--- config.mk ---
export PLATFORM = sky130hd
export DESIGN_NAME = imu_uart_frame_parser_core
export DESIGN_NICKNAME = d
export VERILOG_FILES = /design/src/rtl/imuf_pkg.sv /design/src/rtl/imuf_framer.sv /design/src/rtl/imuf_unwrap.sv /design/src/rtl/imu_uart_frame_parser_core.sv
export SDC_FILE = /design/constraint.sdc
export NUM_CORES = 1
export LEC_CHECK = 0
export BUFFER_PORTS_ARGS = -buffer_cell sky130_fd_sc_hd__clkbuf_2
export CAP_MARGIN = 10
export CORE_MARGIN = 10
export CORE_UTILIZATION = 44
export CTS_CLUSTER_DIAMETER = 150
export CTS_CLUSTER_SIZE = 40
export DETAILED_ROUTE_END_ITERATION = 7
export GPL_ROUTABILITY_DRIVEN = 0
export MAX_ROUTING_LAYER = met4
export PLACE_DENSITY = 0.65
export SLEW_MARGIN = 20
export SYNTH_ARGS = -nofsm -noshare
export SYNTH_HDL_FRONTEND = slang
export SYNTH_SLANG_ARGS = --single-unit
--- constraint.sdc ---
create_clock -name clk -period 6.75 [get_ports clk]
set_clock_uncertainty 0.1 [all_clocks]
set_input_delay 0.3375 -clock clk [delete_from_list [all_inputs] [get_ports clk]]
set_output_delay 0.3375 -clock clk [all_outputs]
set_load 0.005 [all_outputs]
--- src/rtl/imuf_pkg.sv ---
// ----------------------------------------------------------------------------
// imuf_pkg
// Shared constants and types for the IMU serial frame parser.
// ----------------------------------------------------------------------------
`default_nettype none

package imuf_pkg;

  // Header bytes and payload length
  localparam logic [7:0] HDR_FIRST   = 8'hAA;
  localparam logic [7:0] HDR_SECOND  = 8'h00;
  localparam int         PAYLOAD_LEN = 13;
  localparam int         DATA_LEN    = PAYLOAD_LEN - 1;
  localparam int         CNT_W       = $clog2(PAYLOAD_LEN);
  localparam logic [CNT_W-1:0] LAST_CNT = CNT_W'(DATA_LEN);

  // Yaw wrap detection and turn tracking
  localparam logic signed [15:0] YAW_LIMIT_CD = 16'sd15000;
  localparam int                 TURN_W       = 11;
  localparam logic signed [TURN_W-1:0] TURN_MAX = 11'sd1023;
  localparam int                 ANGLE_W      = 28;
  localparam logic signed [ANGLE_W-1:0] TURN_CD = 28'sd36000;
  localparam int                 OFFSET_W     = 24;

  // One decoded frame, presented on the cycle of its checksum byte
  typedef struct packed {
    logic               last;
    logic               ok;
    logic [7:0]         index;
    logic signed [15:0] yaw;
    logic signed [15:0] heading_rate;
    logic signed [15:0] accel_x;
    logic signed [15:0] accel_y;
    logic signed [15:0] accel_z;
    logic signed [7:0]  turn_number;
  } frm_t;

endpackage

`default_nettype wire

--- src/rtl/imuf_framer.sv ---
// ----------------------------------------------------------------------------
// imuf_framer
// Header hunt, payload collection and checksum check, one byte per fired cycle.
// ----------------------------------------------------------------------------
`default_nettype none

module imuf_framer (
  input  wire logic           clk,
  input  wire logic           rst_n,
  input  wire logic           fire,
  input  wire logic [7:0]     rx_byte,
  output imuf_pkg::frm_t      frame
);

  typedef enum logic [1:0] {
    PH_PENDING = 2'd0,
    PH_CONFIRM = 2'd1,
    PH_SYNC    = 2'd2
  } phase_t;

  phase_t                        phase_r, phase_nxt;
  logic [imuf_pkg::CNT_W-1:0]    cnt_r, cnt_nxt;
  logic [7:0]                    sum_r, sum_nxt;
  logic [7:0]                    payload_r [imuf_pkg::DATA_LEN];
  logic                          last;

  assign last = (phase_r == PH_SYNC) && (cnt_r == imuf_pkg::LAST_CNT);

  // Unpack little-endian fields from the stored payload
  always_comb begin
    frame.last         = last;
    frame.ok           = (sum_r == rx_byte);
    frame.index        = payload_r[0];
    frame.yaw          = {payload_r[2], payload_r[1]};
    frame.heading_rate = {payload_r[4], payload_r[3]};
    frame.accel_x      = {payload_r[6], payload_r[5]};
    frame.accel_y      = {payload_r[8], payload_r[7]};
    frame.accel_z      = {payload_r[10], payload_r[9]};
    frame.turn_number  = payload_r[11];
  end

  // Advance the sync phase and payload counters
  always_comb begin
    phase_nxt = phase_r;
    cnt_nxt   = cnt_r;
    sum_nxt   = sum_r;
    case (phase_r)
      PH_CONFIRM: begin
        if (rx_byte == imuf_pkg::HDR_SECOND) begin
          phase_nxt = PH_SYNC;
          cnt_nxt   = '0;
          sum_nxt   = '0;
        end else begin
          phase_nxt = PH_PENDING;
        end
      end
      PH_SYNC: begin
        if (last) begin
          phase_nxt = PH_PENDING;
          cnt_nxt   = '0;
          sum_nxt   = '0;
        end else begin
          cnt_nxt = cnt_r + 1'b1;
          sum_nxt = sum_r + rx_byte;
        end
      end
      default: begin
        phase_nxt = (rx_byte == imuf_pkg::HDR_FIRST) ? PH_CONFIRM : PH_PENDING;
      end
    endcase
  end

  always_ff @(posedge clk) begin
    if (!rst_n) begin
      phase_r <= PH_PENDING;
      cnt_r   <= '0;
      sum_r   <= '0;
    end else if (fire) begin
      phase_r <= phase_nxt;
      cnt_r   <= cnt_nxt;
      sum_r   <= sum_nxt;
    end
  end

  // Store payload data bytes, no reset needed
  always_ff @(posedge clk) begin
    if (fire && (phase_r == PH_SYNC) && !last) begin
      payload_r[cnt_r] <= rx_byte;
    end
  end

endmodule

`default_nettype wire

--- src/rtl/imuf_unwrap.sv ---
// ----------------------------------------------------------------------------
// imuf_unwrap
// Held fields, yaw turn tracking and the result register.
// ----------------------------------------------------------------------------
`default_nettype none

module imuf_unwrap (
  input  wire logic                                clk,
  input  wire logic                                rst_n,
  input  wire logic                                take,
  input  wire imuf_pkg::frm_t                      frame,
  input  wire logic signed [imuf_pkg::OFFSET_W-1:0] offset,
  input  wire logic                                out_stall,
  output logic                                     out_valid,
  output logic                                     out_checksum_ok,
  output logic [7:0]                               out_frame_index,
  output logic signed [15:0]                       out_yaw_cd,
  output logic signed [15:0]                       out_heading_rate,
  output logic signed [15:0]                       out_accel_x,
  output logic signed [15:0]                       out_accel_y,
  output logic signed [15:0]                       out_accel_z,
  output logic signed [7:0]                        out_turn_number,
  output logic signed [imuf_pkg::ANGLE_W-1:0]       out_unwrapped_angle
);

  localparam int AW = imuf_pkg::ANGLE_W;

  logic [7:0]                          idx_r, idx_nxt;
  logic signed [15:0]                  yaw_r, yaw_nxt;
  logic signed [15:0]                  rate_r, rate_nxt;
  logic signed [15:0]                  ax_r, ax_nxt;
  logic signed [15:0]                  ay_r, ay_nxt;
  logic signed [15:0]                  az_r, az_nxt;
  logic signed [7:0]                   tn_r, tn_nxt;
  logic signed [imuf_pkg::TURN_W-1:0]  turn_r, turn_nxt;
  logic signed [AW-1:0]                turn_cd_r, turn_cd_nxt;
  logic signed [AW-1:0]                angle_nxt;
  logic                                out_valid_r;

  // Select new or held fields
  always_comb begin
    idx_nxt  = frame.ok ? frame.index        : idx_r;
    yaw_nxt  = frame.ok ? frame.yaw          : yaw_r;
    rate_nxt = frame.ok ? frame.heading_rate : rate_r;
    ax_nxt   = frame.ok ? frame.accel_x      : ax_r;
    ay_nxt   = frame.ok ? frame.accel_y      : ay_r;
    az_nxt   = frame.ok ? frame.accel_z      : az_r;
    tn_nxt   = frame.ok ? frame.turn_number  : tn_r;
  end

  // Count wraps across +/-150 degrees, keep 36000*turns alongside the count
  always_comb begin
    turn_nxt    = turn_r;
    turn_cd_nxt = turn_cd_r;
    if (yaw_nxt < -imuf_pkg::YAW_LIMIT_CD) begin
      if (yaw_r > imuf_pkg::YAW_LIMIT_CD && turn_r < imuf_pkg::TURN_MAX) begin
        turn_nxt    = turn_r + 11'sd1;
        turn_cd_nxt = turn_cd_r + imuf_pkg::TURN_CD;
      end
    end else if (yaw_nxt > imuf_pkg::YAW_LIMIT_CD) begin
      if (yaw_r < -imuf_pkg::YAW_LIMIT_CD && turn_r > -imuf_pkg::TURN_MAX) begin
        turn_nxt    = turn_r - 11'sd1;
        turn_cd_nxt = turn_cd_r - imuf_pkg::TURN_CD;
      end
    end
    angle_nxt = AW'(yaw_nxt) + turn_cd_nxt + AW'(offset);
  end

  // Hold tracking state
  always_ff @(posedge clk) begin
    if (!rst_n) begin
      idx_r     <= '0;
      yaw_r     <= '0;
      rate_r    <= '0;
      ax_r      <= '0;
      ay_r      <= '0;
      az_r      <= '0;
      tn_r      <= '0;
      turn_r    <= '0;
      turn_cd_r <= '0;
    end else if (take) begin
      idx_r     <= idx_nxt;
      yaw_r     <= yaw_nxt;
      rate_r    <= rate_nxt;
      ax_r      <= ax_nxt;
      ay_r      <= ay_nxt;
      az_r      <= az_nxt;
      tn_r      <= tn_nxt;
      turn_r    <= turn_nxt;
      turn_cd_r <= turn_cd_nxt;
    end
  end

  // Result valid: set on a new frame, drop once taken
  always_ff @(posedge clk) begin
    if (!rst_n) begin
      out_valid_r <= 1'b0;
    end else if (take) begin
      out_valid_r <= 1'b1;
    end else if (!out_stall) begin
      out_valid_r <= 1'b0;
    end
  end

  // Result payload
  always_ff @(posedge clk) begin
    if (take) begin
      out_checksum_ok     <= frame.ok;
      out_frame_index     <= idx_nxt;
      out_yaw_cd          <= yaw_nxt;
      out_heading_rate    <= rate_nxt;
      out_accel_x         <= ax_nxt;
      out_accel_y         <= ay_nxt;
      out_accel_z         <= az_nxt;
      out_turn_number     <= tn_nxt;
      out_unwrapped_angle <= angle_nxt;
    end
  end

  assign out_valid = out_valid_r;

endmodule

`default_nettype wire

--- src/rtl/imu_uart_frame_parser_core.sv ---
// ----------------------------------------------------------------------------
// imu_uart_frame_parser_core
// Timing: an accepted byte is held in the input register; the result of a
// frame's checksum byte is registered into the result register when it fires.
// Throughput: one byte per cycle; only a stalled pending result holds input.
// Reset (rst_n low, synchronous): sync hunt restarts, held fields, turn count
// and angle offset clear to zero, no result pending.
// ----------------------------------------------------------------------------
`default_nettype none

module imu_uart_frame_parser_core (
  input  wire logic                                 clk,
  input  wire logic                                 rst_n,
  input  wire logic                                 cfg_wr_en,
  input  wire logic signed [imuf_pkg::OFFSET_W-1:0] cfg_wr_data,
  input  wire logic                                 in_valid,
  output logic                                      in_stall,
  input  wire logic [7:0]                           in_rx_byte,
  output logic                                      out_valid,
  input  wire logic                                 out_stall,
  output logic                                      out_checksum_ok,
  output logic [7:0]                                out_frame_index,
  output logic signed [15:0]                        out_yaw_cd,
  output logic signed [15:0]                        out_heading_rate,
  output logic signed [15:0]                        out_accel_x,
  output logic signed [15:0]                        out_accel_y,
  output logic signed [15:0]                        out_accel_z,
  output logic signed [7:0]                         out_turn_number,
  output logic signed [imuf_pkg::ANGLE_W-1:0]        out_unwrapped_angle
);

  logic                                 in_vld_r;
  logic [7:0]                           in_byte_r;
  logic signed [imuf_pkg::OFFSET_W-1:0] offset_r;
  imuf_pkg::frm_t                       frame;
  logic                                 out_free;
  logic                                 fire;
  logic                                 take;

  // Process the registered byte unless its result cannot be placed
  assign out_free = !out_valid || !out_stall;
  assign fire     = in_vld_r && (!frame.last || out_free);
  assign take     = fire && frame.last;
  assign in_stall = in_vld_r && !fire;

  // Input register
  always_ff @(posedge clk) begin
    if (!rst_n) begin
      in_vld_r <= 1'b0;
    end else if (in_valid && !in_stall) begin
      in_vld_r <= 1'b1;
    end else if (fire) begin
      in_vld_r <= 1'b0;
    end
  end

  always_ff @(posedge clk) begin
    if (in_valid && !in_stall) begin
      in_byte_r <= in_rx_byte;
    end
  end

  // Angle offset register
  always_ff @(posedge clk) begin
    if (!rst_n) begin
      offset_r <= '0;
    end else if (cfg_wr_en) begin
      offset_r <= cfg_wr_data;
    end
  end

  imuf_framer u_framer (
    .clk     (clk),
    .rst_n   (rst_n),
    .fire    (fire),
    .rx_byte (in_byte_r),
    .frame   (frame)
  );

  imuf_unwrap u_unwrap (
    .clk                 (clk),
    .rst_n               (rst_n),
    .take                (take),
    .frame               (frame),
    .offset              (offset_r),
    .out_stall           (out_stall),
    .out_valid           (out_valid),
    .out_checksum_ok     (out_checksum_ok),
    .out_frame_index     (out_frame_index),
    .out_yaw_cd          (out_yaw_cd),
    .out_heading_rate    (out_heading_rate),
    .out_accel_x         (out_accel_x),
    .out_accel_y         (out_accel_y),
    .out_accel_z         (out_accel_z),
    .out_turn_number     (out_turn_number),
    .out_unwrapped_angle (out_unwrapped_angle)
  );

endmodule

`default_nettype wire
==> results of run 1 <==
synth_stat cells (all sizes together), types with 6 or more instances:
cell type | count | area share, %
a211oi | 14 | 0.58
a21o | 15 | 0.62
a21oi | 55 | 1.6
and2 | 15 | 0.52
buf | 18 | 0.50
clkbuf | 66 | 1.4
dfxtp | 170 | 19
edfxtp | 229 | 38
fa | 24 | 2.6
ha | 56 | 3.9
inv | 93 | 1.9
mux2i | 45 | 2.5
nand2 | 297 | 6.2
nand2b | 6 | 0.21
nand3 | 31 | 0.95
nand4 | 9 | 0.34
nor2 | 275 | 5.7
nor2b | 8 | 0.28
nor3 | 102 | 2.8
nor4 | 10 | 0.46
o211ai | 7 | 0.29
o21ai | 28 | 0.77
o22ai | 19 | 0.90
o32ai | 7 | 0.38
or2 | 6 | 0.21
or3 | 6 | 0.21
xnor2 | 68 | 3.3
xor2 | 18 | 0.87
state kept, by name (all words and copies together), names as in the netlist, 23 cells and up:
signal	cells
offset_r	24
u_unwrap.out_unwrapped_angle	28
u_unwrap.turn_cd_r	23
u_framer.payload_r	96
repair_timing:
action | in CTS | in global routing
hold endpoints to repair | 34 | 0
endpoints found under the setup margin | 0 | 6
resized for setup | 0 | 6
hold buffers | 34 | 0
setup buffers | 0 | 1
logic make-up (layout without fill, tap and decap cells):
| group | count (synthesis) | count (layout) | share of synthesized area [%] |
|---|---|---|---|
| and+or+nand+nor | 784 | 785 | 18.7 |
| DFF | 399 | 399 | 56.6 |
| muxes | 46 | 46 | 2.54 |
| adders and majority gates | 80 | 80 | 6.51 |
| AOI/OAI and AO/OA | 197 | 197 | 7.71 |
| xor gates and xnor gates | 86 | 86 | 4.15 |
| buffers and inverters | 177 | 332 | 3.80 |
metal layers:
layer,global-route usage [%],up-vias,wire length [um]
met5,-,-,0
met4,3.55,0,637
met3,1.74,36,1720
met2,26.4,280,19900
met1,22.0,6277,19700
li1,-,6338,-
where the power goes:
| group | internal (mW) | switching, mW |
|---|---|---|
| clock network | 0.373 | 0.695 |
| logic | 0.0610 | 0.103 |
| registers | 2.57 | 0.00734 |
| total | 3.01 | 0.805 |
cell usage in the layout, fill, tap and decap left out, types with 8 or more instances in the layout:
| master | count |
|---|---|
| sky130_fd_sc_hd__mux2i_1 | 44 |
| sky130_fd_sc_hd__and2_1 | 15 |
| sky130_fd_sc_hd__nor3_1 | 101 |
| sky130_fd_sc_hd__nor2b_1 | 8 |
| sky130_fd_sc_hd__o21ai_0 | 26 |
| sky130_fd_sc_hd__nand3_1 | 28 |
| sky130_fd_sc_hd__edfxtp_1 | 229 |
| sky130_fd_sc_hd__nor2_1 | 275 |
| sky130_fd_sc_hd__nor4_1 | 8 |
| sky130_fd_sc_hd__ha_1 | 56 |
| sky130_fd_sc_hd__clkbuf_2 | 163 |
| sky130_fd_sc_hd__dfxtp_1 | 170 |
| sky130_fd_sc_hd__a211oi_1 | 14 |
| sky130_fd_sc_hd__o22ai_1 | 12 |
| sky130_fd_sc_hd__a21o_1 | 15 |
| sky130_fd_sc_hd__dlygate4sd3_1 | 34 |
| sky130_fd_sc_hd__xnor2_1 | 67 |
| sky130_fd_sc_hd__clkbuf_16 | 13 |
| sky130_fd_sc_hd__a21oi_1 | 54 |
| sky130_fd_sc_hd__fa_1 | 24 |
| sky130_fd_sc_hd__inv_1 | 89 |
| sky130_fd_sc_hd__xor2_1 | 18 |
| sky130_fd_sc_hd__nand4_1 | 8 |
| sky130_fd_sc_hd__buf_4 | 21 |
| sky130_fd_sc_hd__nand2_1 | 296 |
worst min-delay path, stage by stage:
cell and delay [ns]:
sky130_fd_sc_hd__clkbuf_2 0.21, sky130_fd_sc_hd__nand2b_1 0.12, sky130_fd_sc_hd__mux2i_1 0.06
layout make-up:
type,instances,area [um^2],share of cell area (%)
well taps,532,666,3.29
inverters,93,364,1.80
repair buffers,218,1310,6.50
multi-input cells,1194,7240,35.8
clock inverters,1,8.76,0.0433
flip-flops and latches,399,10300,50.8
clock buffers,20,352,1.74
path summary, 6_finish.rpt:
check             slack, ns                                    endpoint                            from
setup reg to reg       0.42  u_unwrap.out_unwrapped_angle[18]$_DFFE_PP_          in_byte_r[4]$_DFFE_PP_
hold reg to reg        0.37              u_framer.sum_r[0]$_SDFFE_PN0P_  u_framer.sum_r[0]$_SDFFE_PN0P_
setup / recovery       0.42  u_unwrap.out_unwrapped_angle[18]$_DFFE_PP_          in_byte_r[4]$_DFFE_PP_
hold / removal         0.12          u_unwrap.turn_cd_r[8]$_SDFFE_PN0P_                           rst_n
metrics by stage:
step	hold WS (ns)	area (um^2)	power, mW	utilization, %
global placement	0.344	19500	2.78	47.7
finish	0.124	20200	3.81	49.5
global route	0.137	20200	3.95	49.5
CTS	0.103	20200	3.85	49.4
detailed placement	0.354	19500	2.78	47.7
floorplan	0.336	18200	2.72	-
==> impl_metrics.yaml, run 1 <==
power:
  ir_drop_v: 0.000165
  power_density_nw_per_um2: 189
  power.static_leakage_nw: 7.82
placed_design:
  io_buffers: 163
  placedCellCount: 2400
  place_ws_ns: 0.168
  dp_hpwl_mm: 28.0
outcome:
  status: "completed"
floorplan:
  initial_utilization_pct: 44.5
  placement_rows: 74
  die_height_um: 223
  floorplan.die.width_um: 223
  coreArea_um2: 40800
  number_of_i_o_pins: 164
  floorplan.die_area_um2: 49800
detailed_routing:
  wl_mm: 41.9
  routedWlPerCell_um: 17.1
  post-route-drc-count: 0
  routed_via_density: 5.26
  detail_route.iter0.violations: 1092
  detailed_routing_iteration_count_for_the_pre_antenna_repair_pass: 5
  antenna_left: 0
  route.vias.total: 12900
synthesis:
  yosys_register_bits: 399
  post_synth_num_cell_types: 82
  mappedNetlistArea_um2: 18200
  synth_cells: 1769
  synth_edf_count: 229
  syn_avg_cell_area_um2: 10.3
  syn-num-nets: 1886
  ys.warnings.count: 0
  synth-async-reset-ratio_pct: 0
  ys_dominant_reg_cell: "sky130_fd_sc_hd__edfxtp_1"
  yosysSeqAreaShare_pct: 56.6
worst_setup_path:
  critical_path_class: "reg2reg"
  worst_ep_arrival_time_ns: 6.52
  critical_path.n_buffers_inverters: 3
  worstSetupEndpointType: "flip-flop"
  critPathMaxStageDelay_ns: 0.48
  ff2ff_path_depth: 21
  critical_path.cell_chain: "ha_1 -> nor3_4 -> nand3_4 -> inv_6 -> mux2i_1 -> inv_2 -> a31oi_4 -> nand3_4 -> o22ai_1 -> xnor2_1 -> fa_1 -> inv_1 -> ha_1 -> a21o_1 -> a21o_1 -> a221o_1 -> a21oi_1 -> o21ai_1 -> a2111oi_0 -> nor3_1 -> xor2_1"
  critical_path_required_ns: 6.94
  cp_max_fo: 19
  critical_path_cell_count: 21
  cp_top_delay_family: "compound AO/OA/AOI/OAI gates"
  critPathLaunchType: "flip-flop"
  critical_path.slowest_cell: "sky130_fd_sc_hd__fa_1"
sta:
  max_slew_headroom_at_the_worst_pin_pct: 29.9
  setup-violations-final: 0
  hold_viol: 0
  period_share_pct: 93.8
  setup_total_negative_slack_ns: 0
  rsz0062_at_grt: "no"
  clock.fmax_mhz: 158
  final_critical_path_setup_slack_ns: 0.415
  worstMarginPinSlew_ns: 1.05
  final-max-slew-violation-count: 0
  fin_crit_ns: 6.33
clock_tree:
  tritoncts: "yes"
  cts_inserted_buffers: 13
  clkSlewWorstSetupHoldPaths_ns: 0.16
  insertion_delay_of_the_later_clocked_pin_in_the_worst_skew_pair_ns: 0.53
  number_of_h_tree_levels: 1
  cts.sink_count: 399
  cts-root-buf: "sky130_fd_sc_hd__clkbuf_16"
  cts_buffer_depth: 3
grt:
  remaining_global_route_overflow: 0
  grt_max_degree: 93
  grt_first_pass_wirelength_mm: 66.4
  initial_antenna_violation_count: 0
  number_of_global_route_vias_before_repair: 12600
  total_routing_usage_gr_pct: 16.4
min_path:
  hp-class: "in2reg"
  timing.hold.worst_path_depth: 3
final_layout:
  antenna-diode-count: 0
  drive_gt1_share_pct: 12.2
  fin_cells: 2457
  nFillCells: 3752
  design.final.nets: 2036
  area.growth.synth_to_final_pct: 11.4
flow_run:
  timing.max_cap.violations: 0
(Power assumes the default switching activity.)
==> inputs of run 2 (changes only) <==
--- a/config.mk
+++ b/config.mk
@@ -8,13 +8,13 @@
 export BUFFER_PORTS_ARGS = -buffer_cell sky130_fd_sc_hd__clkbuf_2
 export CAP_MARGIN = 10
 export CORE_MARGIN = 10
-export CORE_UTILIZATION = 44
+export CORE_UTILIZATION = 40
 export CTS_CLUSTER_DIAMETER = 150
 export CTS_CLUSTER_SIZE = 40
 export DETAILED_ROUTE_END_ITERATION = 7
 export GPL_ROUTABILITY_DRIVEN = 0
 export MAX_ROUTING_LAYER = met4
-export PLACE_DENSITY = 0.65
+export PLACE_DENSITY = 0.61
 export SLEW_MARGIN = 20
 export SYNTH_ARGS = -nofsm -noshare
 export SYNTH_HDL_FRONTEND = slang
==> run 2 against run 1 <==
Against the previous run: register-to-register slack gained 0.08 ns; final area grew 0.62%; fmax grew 1.3%; combinational power is essentially flat; critical path depth is the same; first-iteration DRC count shrank 14%; total power grew 3.8%; setup slack gained 0.080 ns; sequential power is essentially flat; critical path type unchanged.
==> impl_metrics.yaml, run 2 (synthesis gave the netlist of run 1 again) <==
outcome:
  status: "completed"
sta:
  worstMarginPinSlew_ns: 1.07
  period_share_pct: 92.7
  final-max-slew-violation-count: 0
  rsz0062_at_grt: "no"
  setup_total_negative_slack_ns: 0
  hold_viol: 0
  clock.fmax_mhz: 160
  fin_crit_ns: 6.26
  setup-violations-final: 0
  max_slew_headroom_at_the_worst_pin_pct: 29.0
final_layout:
  design.final.nets: 2032
  top_register: "u_framer.payload_r"
  registers_with_the_most_flip_flops: "u_framer.payload_r: 96 flops, u_unwrap.out_unwrapped_angle: 28 flops, offset_r: 24 flops"
  drive_gt1_share_pct: 12.1
  fin_cells: 2517
  layout_common_cells: "296 x sky130_fd_sc_hd__nand2_1, 275 x sky130_fd_sc_hd__nor2_1, 229 x sky130_fd_sc_hd__edfxtp_1"
  area.growth.synth_to_final_pct: 12.1
  largest_reg_flops: 96
  final_common_cell: "sky130_fd_sc_hd__nand2_1"
  nFillCells: 4173
floorplan:
  placement_rows: 77
  floorplan.die.width_um: 233
  number_of_i_o_pins: 164
  initial_utilization_pct: 40.8
  coreArea_um2: 44500
  floorplan.die_area_um2: 54300
  die_height_um: 233
clock_tree:
  tritoncts: "yes"
  cts.sink_count: 399
  clkSlewWorstSetupHoldPaths_ns: 0.15
  cts-root-buf: "sky130_fd_sc_hd__clkbuf_16"
  cts_inserted_buffers: 14
  cts_setup_buffers: 0
  insertion_delay_of_the_later_clocked_pin_in_the_worst_skew_pair_ns: 0.53
  number_of_h_tree_levels: 1
  cts_buffer_depth: 3
detailed_routing:
  detail_route.iter0.violations: 941
  detailed_routing_iteration_count_for_the_pre_antenna_repair_pass: 5
  routedWlPerCell_um: 17.1
  antenna_left: 0
  wl_mm: 43.1
  post-route-drc-count: 0
  route.vias.total: 12900
  routed_via_density: 5.12
power:
  report.power.total_mw: 3.96
  power_density_nw_per_um2: 195
  power.static_leakage_nw: 7.84
  ir_drop_v: 0.000157
worst_setup_path:
  cp_max_fo: 19
  worstSetupEndpointType: "flip-flop"
  worst_ep_arrival_time_ns: 6.45
  critical_path_class: "reg2reg"
  critPathLaunchType: "flip-flop"
  critical_path_required_ns: 6.94
grt:
  grt_first_pass_wirelength_mm: 66.8
  number_of_global_route_vias_before_repair: 12300
  grt_use_met2_pct: 25.7
  grt_util_met3_pct: 1.92
  total_routing_usage_gr_pct: 15.7
  grt_most_used_layer: "met2"
  grtUsageMet1_pct: 20.1
  remaining_global_route_overflow: 0
  grt_max_degree: 154
  initial_antenna_violation_count: 2
placed_design:
  placedCellCount: 2458
  io_buffers: 163
  dp_hpwl_mm: 28.8
flow_run:
  timing.max_cap.violations: 0
min_path:
  hp-class: "in2reg"
-- run 2: cell count changes in the layout (fill, tap and decap cells not counted), sizes merged --
| cell | change |
|---|---|
| buf | -3 |
| clkinv | +2 |
| diode | +2 |
| bufinv | +1 |
| clkbuf | +1 |
| dlygate4sd3 | -1 |
| inv | -1 |
| nand3 | -1 |
-- run 2: layer usage --
layer,routed length (um),vias to the layer above
li1,-,6340
met1,18900,6232
met2,21100,271
met3,2220,41
met4,920,0
met5,0,-
-- run 2: layout make-up --
class / count / area [um^2] / area share (%)
well taps: 592 / 741 / 3.64
repair buffers: 214 / 1280 / 6.31
clock buffers: 21 / 398 / 1.96
inverters: 93 / 362 / 1.78
diodes: 2 / 5.00 / 0.0246
clock inverters: 3 / 76.3 / 0.375
multi-input cells: 1193 / 7210 / 35.4
flip-flops and latches: 399 / 10300 / 50.5
-- run 2: final timing paths --
kind                            cells past startpoint  slack, ns                      startpoint                                          to
worst max-delay path                               21       0.49          in_byte_r[5]$_DFFE_PP_  u_unwrap.out_unwrapped_angle[18]$_DFFE_PP_
worst min-delay path                                3       0.04                       out_stall             u_unwrap.out_valid$_SDFFE_PN0P_
worst max register to register                     21       0.49          in_byte_r[5]$_DFFE_PP_  u_unwrap.out_unwrapped_angle[18]$_DFFE_PP_
worst min register to register                      2       0.37  u_framer.sum_r[0]$_SDFFE_PN0P_              u_framer.sum_r[0]$_SDFFE_PN0P_
-- run 2: critical path, stage by stage, from the launching register on --
cell	delay, ns
sky130_fd_sc_hd__edfxtp_1	0.42
sky130_fd_sc_hd__ha_1	0.38
sky130_fd_sc_hd__nor4_2	0.38
sky130_fd_sc_hd__nand3_4	0.23
sky130_fd_sc_hd__inv_4	0.19
sky130_fd_sc_hd__mux2i_1	0.36
sky130_fd_sc_hd__inv_2	0.12
sky130_fd_sc_hd__a31oi_4	0.22
sky130_fd_sc_hd__nand3_4	0.28
sky130_fd_sc_hd__o22ai_1	0.29
sky130_fd_sc_hd__xnor2_1	0.11
sky130_fd_sc_hd__fa_1	0.48
sky130_fd_sc_hd__inv_1	0.04
sky130_fd_sc_hd__ha_1	0.35
sky130_fd_sc_hd__a21o_1	0.19
sky130_fd_sc_hd__a21o_1	0.17
sky130_fd_sc_hd__a221o_1	0.33
sky130_fd_sc_hd__a21oi_1	0.31
sky130_fd_sc_hd__o21ai_1	0.26
sky130_fd_sc_hd__a2111oi_0	0.50
sky130_fd_sc_hd__nor3_1	0.13
sky130_fd_sc_hd__xor2_1	0.16
-- run 2: stage by stage --
step | hold slack, ns | utilization [%] | instance area (um^2) | worst slack (ns)
6_report | 0.0412 | 45.7 | 20400 | 0.495
5_1_grt | 0.0542 | 45.7 | 20400 | 0.0642
4_1_cts | 0.0154 | 45.7 | 20300 | 0.429
3_5_place_dp | 0.353 | 43.9 | 19500 | 0.440
3_3_place_gp | 0.344 | 43.9 | 19500 | 0.671
2_1_floorplan | 0.336 | - | 18200 | 0.429
-- run 2: power breakdown --
part           internal, mW  switching [mW]  total [mW]  leakage [nW]
logic                0.0596           0.101       0.161          4.39
clock network         0.471           0.745        1.22         0.224
registers              2.57         0.00745        2.58          3.23
total                  3.11           0.854        3.96          7.84
-- run 2: timing repair --
action | CTS | global route
endpoints found under the setup margin | 0 | 1
gates resized for setup | 0 | 1
hold buffers | 33 | 0
endpoints found under the hold margin | 33 | 0
==> inputs of run 3 (changes only) <==
--- a/config.mk
+++ b/config.mk
@@ -5,16 +5,17 @@
 export SDC_FILE = /design/constraint.sdc
 export NUM_CORES = 1
 export LEC_CHECK = 0
+export ABC_AREA = 1
 export BUFFER_PORTS_ARGS = -buffer_cell sky130_fd_sc_hd__clkbuf_2
 export CAP_MARGIN = 10
 export CORE_MARGIN = 10
 export CORE_UTILIZATION = 40
 export CTS_CLUSTER_DIAMETER = 150
-export CTS_CLUSTER_SIZE = 40
+export CTS_CLUSTER_SIZE = 20
 export DETAILED_ROUTE_END_ITERATION = 7
 export GPL_ROUTABILITY_DRIVEN = 0
 export MAX_ROUTING_LAYER = met4
-export PLACE_DENSITY = 0.61
+export PLACE_DENSITY = 0.6
 export SLEW_MARGIN = 20
 export SYNTH_ARGS = -nofsm -noshare
 export SYNTH_HDL_FRONTEND = slang
==> run 3 against run 2 <==
Against the previous run: sequential cell count unchanged; critical endpoint is now u_unwrap.out_unwrapped_angle[19]$_DFFE_PP_; via count rose by 17%; global-route usage up 1.7 points.
==> impl_metrics.yaml, run 3 <==
sta:
  setup-violations-final: 0
  worstMarginPinSlew_ns: 1.07
  fin_crit_ns: 6.04
  hold_viol: 0
  clock.fmax_mhz: 165
  setup_total_negative_slack_ns: 0
  rsz0062_at_grt: "no"
  max_slew_headroom_at_the_worst_pin_pct: 28.4
  period_share_pct: 89.5
  final-max-slew-violation-count: 0
grt:
  number_of_global_route_vias_before_repair: 14100
  remaining_global_route_overflow: 0
  total_routing_usage_gr_pct: 17.4
  initial_antenna_violation_count: 0
  grt_max_degree: 108
  grt_first_pass_wirelength_mm: 78.2
worst_setup_path:
  r2r-start: "in_byte_r[0]$_DFFE_PP_"
  cp_max_fo: 19
  worstSetupEndpointType: "flip-flop"
  critPathLaunchType: "flip-flop"
  worst_ep_arrival_time_ns: 6.26
  critical_path_class: "reg2reg"
  critPathMaxStageDelay_ns: 0.62
  critical_path.slowest_cell: "sky130_fd_sc_hd__edfxtp_1"
  critical_path_required_ns: 6.97
  crit_start: "in_byte_r[0]$_DFFE_PP_"
synthesis:
  yosys_register_bits: 399
  mappedNetlistArea_um2: 19400
  synthDominantCellAreaShare_pct: 35.4
  post_synth_num_cell_types: 49
  syn_avg_cell_area_um2: 9.02
  synth_edf_count: 229
  ys_dominant_reg_cell: "sky130_fd_sc_hd__edfxtp_1"
  yosysSeqAreaShare_pct: 52.9
  syn-num-nets: 2270
  synth_cells: 2153
  ys.warnings.count: 0
  synth-async-reset-ratio_pct: 0
  ys_top_cells_by_area: "sky130_fd_sc_hd__edfxtp_1 35%, sky130_fd_sc_hd__dfxtp_1 18%, sky130_fd_sc_hd__nand2_1 7.2%"
  post_synthesis_cell_type_with_the_largest_combined_area: "sky130_fd_sc_hd__edfxtp_1"
  ys_top_cells_by_count: "374 x sky130_fd_sc_hd__nand2_1, 285 x sky130_fd_sc_hd__inv_1, 278 x sky130_fd_sc_hd__o21ai_0, 229 x sky130_fd_sc_hd__edfxtp_1, 194 x sky130_fd_sc_hd__a21oi_1"
  synth_most_common_cell: "sky130_fd_sc_hd__nand2_1"
min_path:
  hp-class: "in2reg"
  worstHoldStart: "cfg_wr_data[7]"
power:
  power.static_leakage_nw: 8.81
  ir_drop_v: 0.000184
  power_density_nw_per_um2: 195
detailed_routing:
  wl_mm: 50.1
  route.vias.total: 15100
  detailed_routing_iteration_count_for_the_pre_antenna_repair_pass: 5
  post-route-drc-count: 0
  detail_route.iter0.violations: 1128
  antenna_left: 0
  routed_via_density: 5.14
  routedWlPerCell_um: 17.1
floorplan:
  floorplan.die_area_um2: 57800
  die_height_um: 240
  coreArea_um2: 47800
  number_of_i_o_pins: 164
  placement_rows: 80
  floorplan.die.width_um: 240
  initial_utilization_pct: 40.6
flow_run:
  timing.max_cap.violations: 0
clock_tree:
  cts.sink_count: 399
  cts_setup_buffers: 0
  cts_buffer_depth: 3
  clkSlewWorstSetupHoldPaths_ns: 0.09
  cts_inserted_buffers: 23
  number_of_h_tree_levels: 1
  cts-root-buf: "sky130_fd_sc_hd__clkbuf_16"
  tritoncts: "yes"
  insertion_delay_of_the_later_clocked_pin_in_the_worst_skew_pair_ns: 0.58
final_layout:
  area.growth.synth_to_final_pct: 12.0
  design.final.nets: 2417
  layout_common_cells: "373 x sky130_fd_sc_hd__nand2_1, 284 x sky130_fd_sc_hd__inv_1, 278 x sky130_fd_sc_hd__o21ai_0"
  antenna-diode-count: 0
  seqCellArea_um2: 10300
  final_common_cell: "sky130_fd_sc_hd__nand2_1"
  finish.utilization_pct: 45.4
  drive_gt1_share_pct: 12.5
  largest_reg_flops: 96
  top_register: "u_framer.payload_r"
  nFillCells: 4536
  area_of_the_multi_input_gates_um2: 7630
  registers_with_the_most_flip_flops: "u_framer.payload_r: 96 flops, u_unwrap.out_unwrapped_angle: 28 flops, offset_r: 24 flops"
placed_design:
  io_buffers: 163
  dp_hpwl_mm: 35.2
outcome:
  status: "completed"
==> run 3: cells by family (layout without fill, tap and decap cells) <==
family | Yosys count | count (layout) | synth area share (%)
DFF | 399 | 399 | 52.9
xor gates and xnor gates | 58 | 58 | 2.62
adders and majority gates | 80 | 80 | 6.08
and+or+nand+nor | 689 | 689 | 16.0
AOI/OAI and AO/OA | 538 | 538 | 14.5
buffers and inverters | 389 | 553 | 7.90
==> run 3: repair_timing <==
action | in CTS | in global routing
hold endpoints to repair | 30 | 0
hold buffers | 30 | 0
gates resized for setup | 0 | 0
==> run 3: layer usage <==
layer,vias up,global-route usage (%),wire [um]
li1,7478,-,-
met1,7132,23.2,23200
met2,387,27.4,23000
met3,63,2.28,2820
met4,0,4.70,1080
met5,-,-,0
==> run 3: path summary, 6_finish.rpt <==
check / endpoint / slack [ns] / cells past startpoint
worst max-delay path: u_unwrap.out_unwrapped_angle[19]$_DFFE_PP_ / 0.71 / 26
worst min-delay path: offset_r[7]$_SDFFE_PN0P_ / 0.02 / 3
worst max register to register: u_unwrap.out_unwrapped_angle[19]$_DFFE_PP_ / 0.71 / 26
worst min register to register: u_unwrap.ax_r[12]$_SDFFE_PN0P_ / 0.35 / 2
==> run 3: worst max-delay path, delay by kind of cell (launching register included) <==
kind | cells | cell delay (ns)
buffers and inverters | 3 | 0.65
and+or+nand+nor | 11 | 1.44
DFF | 1 | 0.62
AOI/OAI and AO/OA | 8 | 1.60
xor gates and xnor gates | 1 | 0.06
adders and majority gates | 3 | 1.30
==> run 3: stage by stage <==
| step | area (um^2) | setup WS (ns) | instances | total power, mW | hold slack, ns |
|---|---|---|---|---|---|
| 6_report | 21700 | 0.707 | 2932 | 4.24 | 0.0190 |
| 5_1_grt | 21700 | 0.226 | 2932 | 4.40 | 0.0297 |
| 4_1_cts | 21700 | 0.773 | 2932 | 4.29 | 0.000340 |
| 3_5_place_dp | 20800 | 0.793 | 2860 | 2.83 | 0.340 |
| 3_3_place_gp | 20800 | 0.919 | 2860 | 2.83 | 0.334 |
| 2_1_floorplan | 19400 | 1.04 | 2153 | 2.76 | 0.325 |
==> run 3: area by class of cell <==
class                   count  area share, %
clock buffers              41           2.96
inverters                 297           5.17
well taps                 615           3.54
repair buffers            214           5.87
clock inverters             1         0.0921
flip-flops and latches    399           47.3
multi-input cells        1365           35.1
==> run 3: power by group <==
group	leakage (nW)	internal (mW)	switching [mW]	total, mW
logic	5.03	0.0682	0.135	0.203
clock network	0.314	0.655	0.796	1.45
registers	3.46	2.58	0.0103	2.59
total	8.81	3.30	0.941	4.24
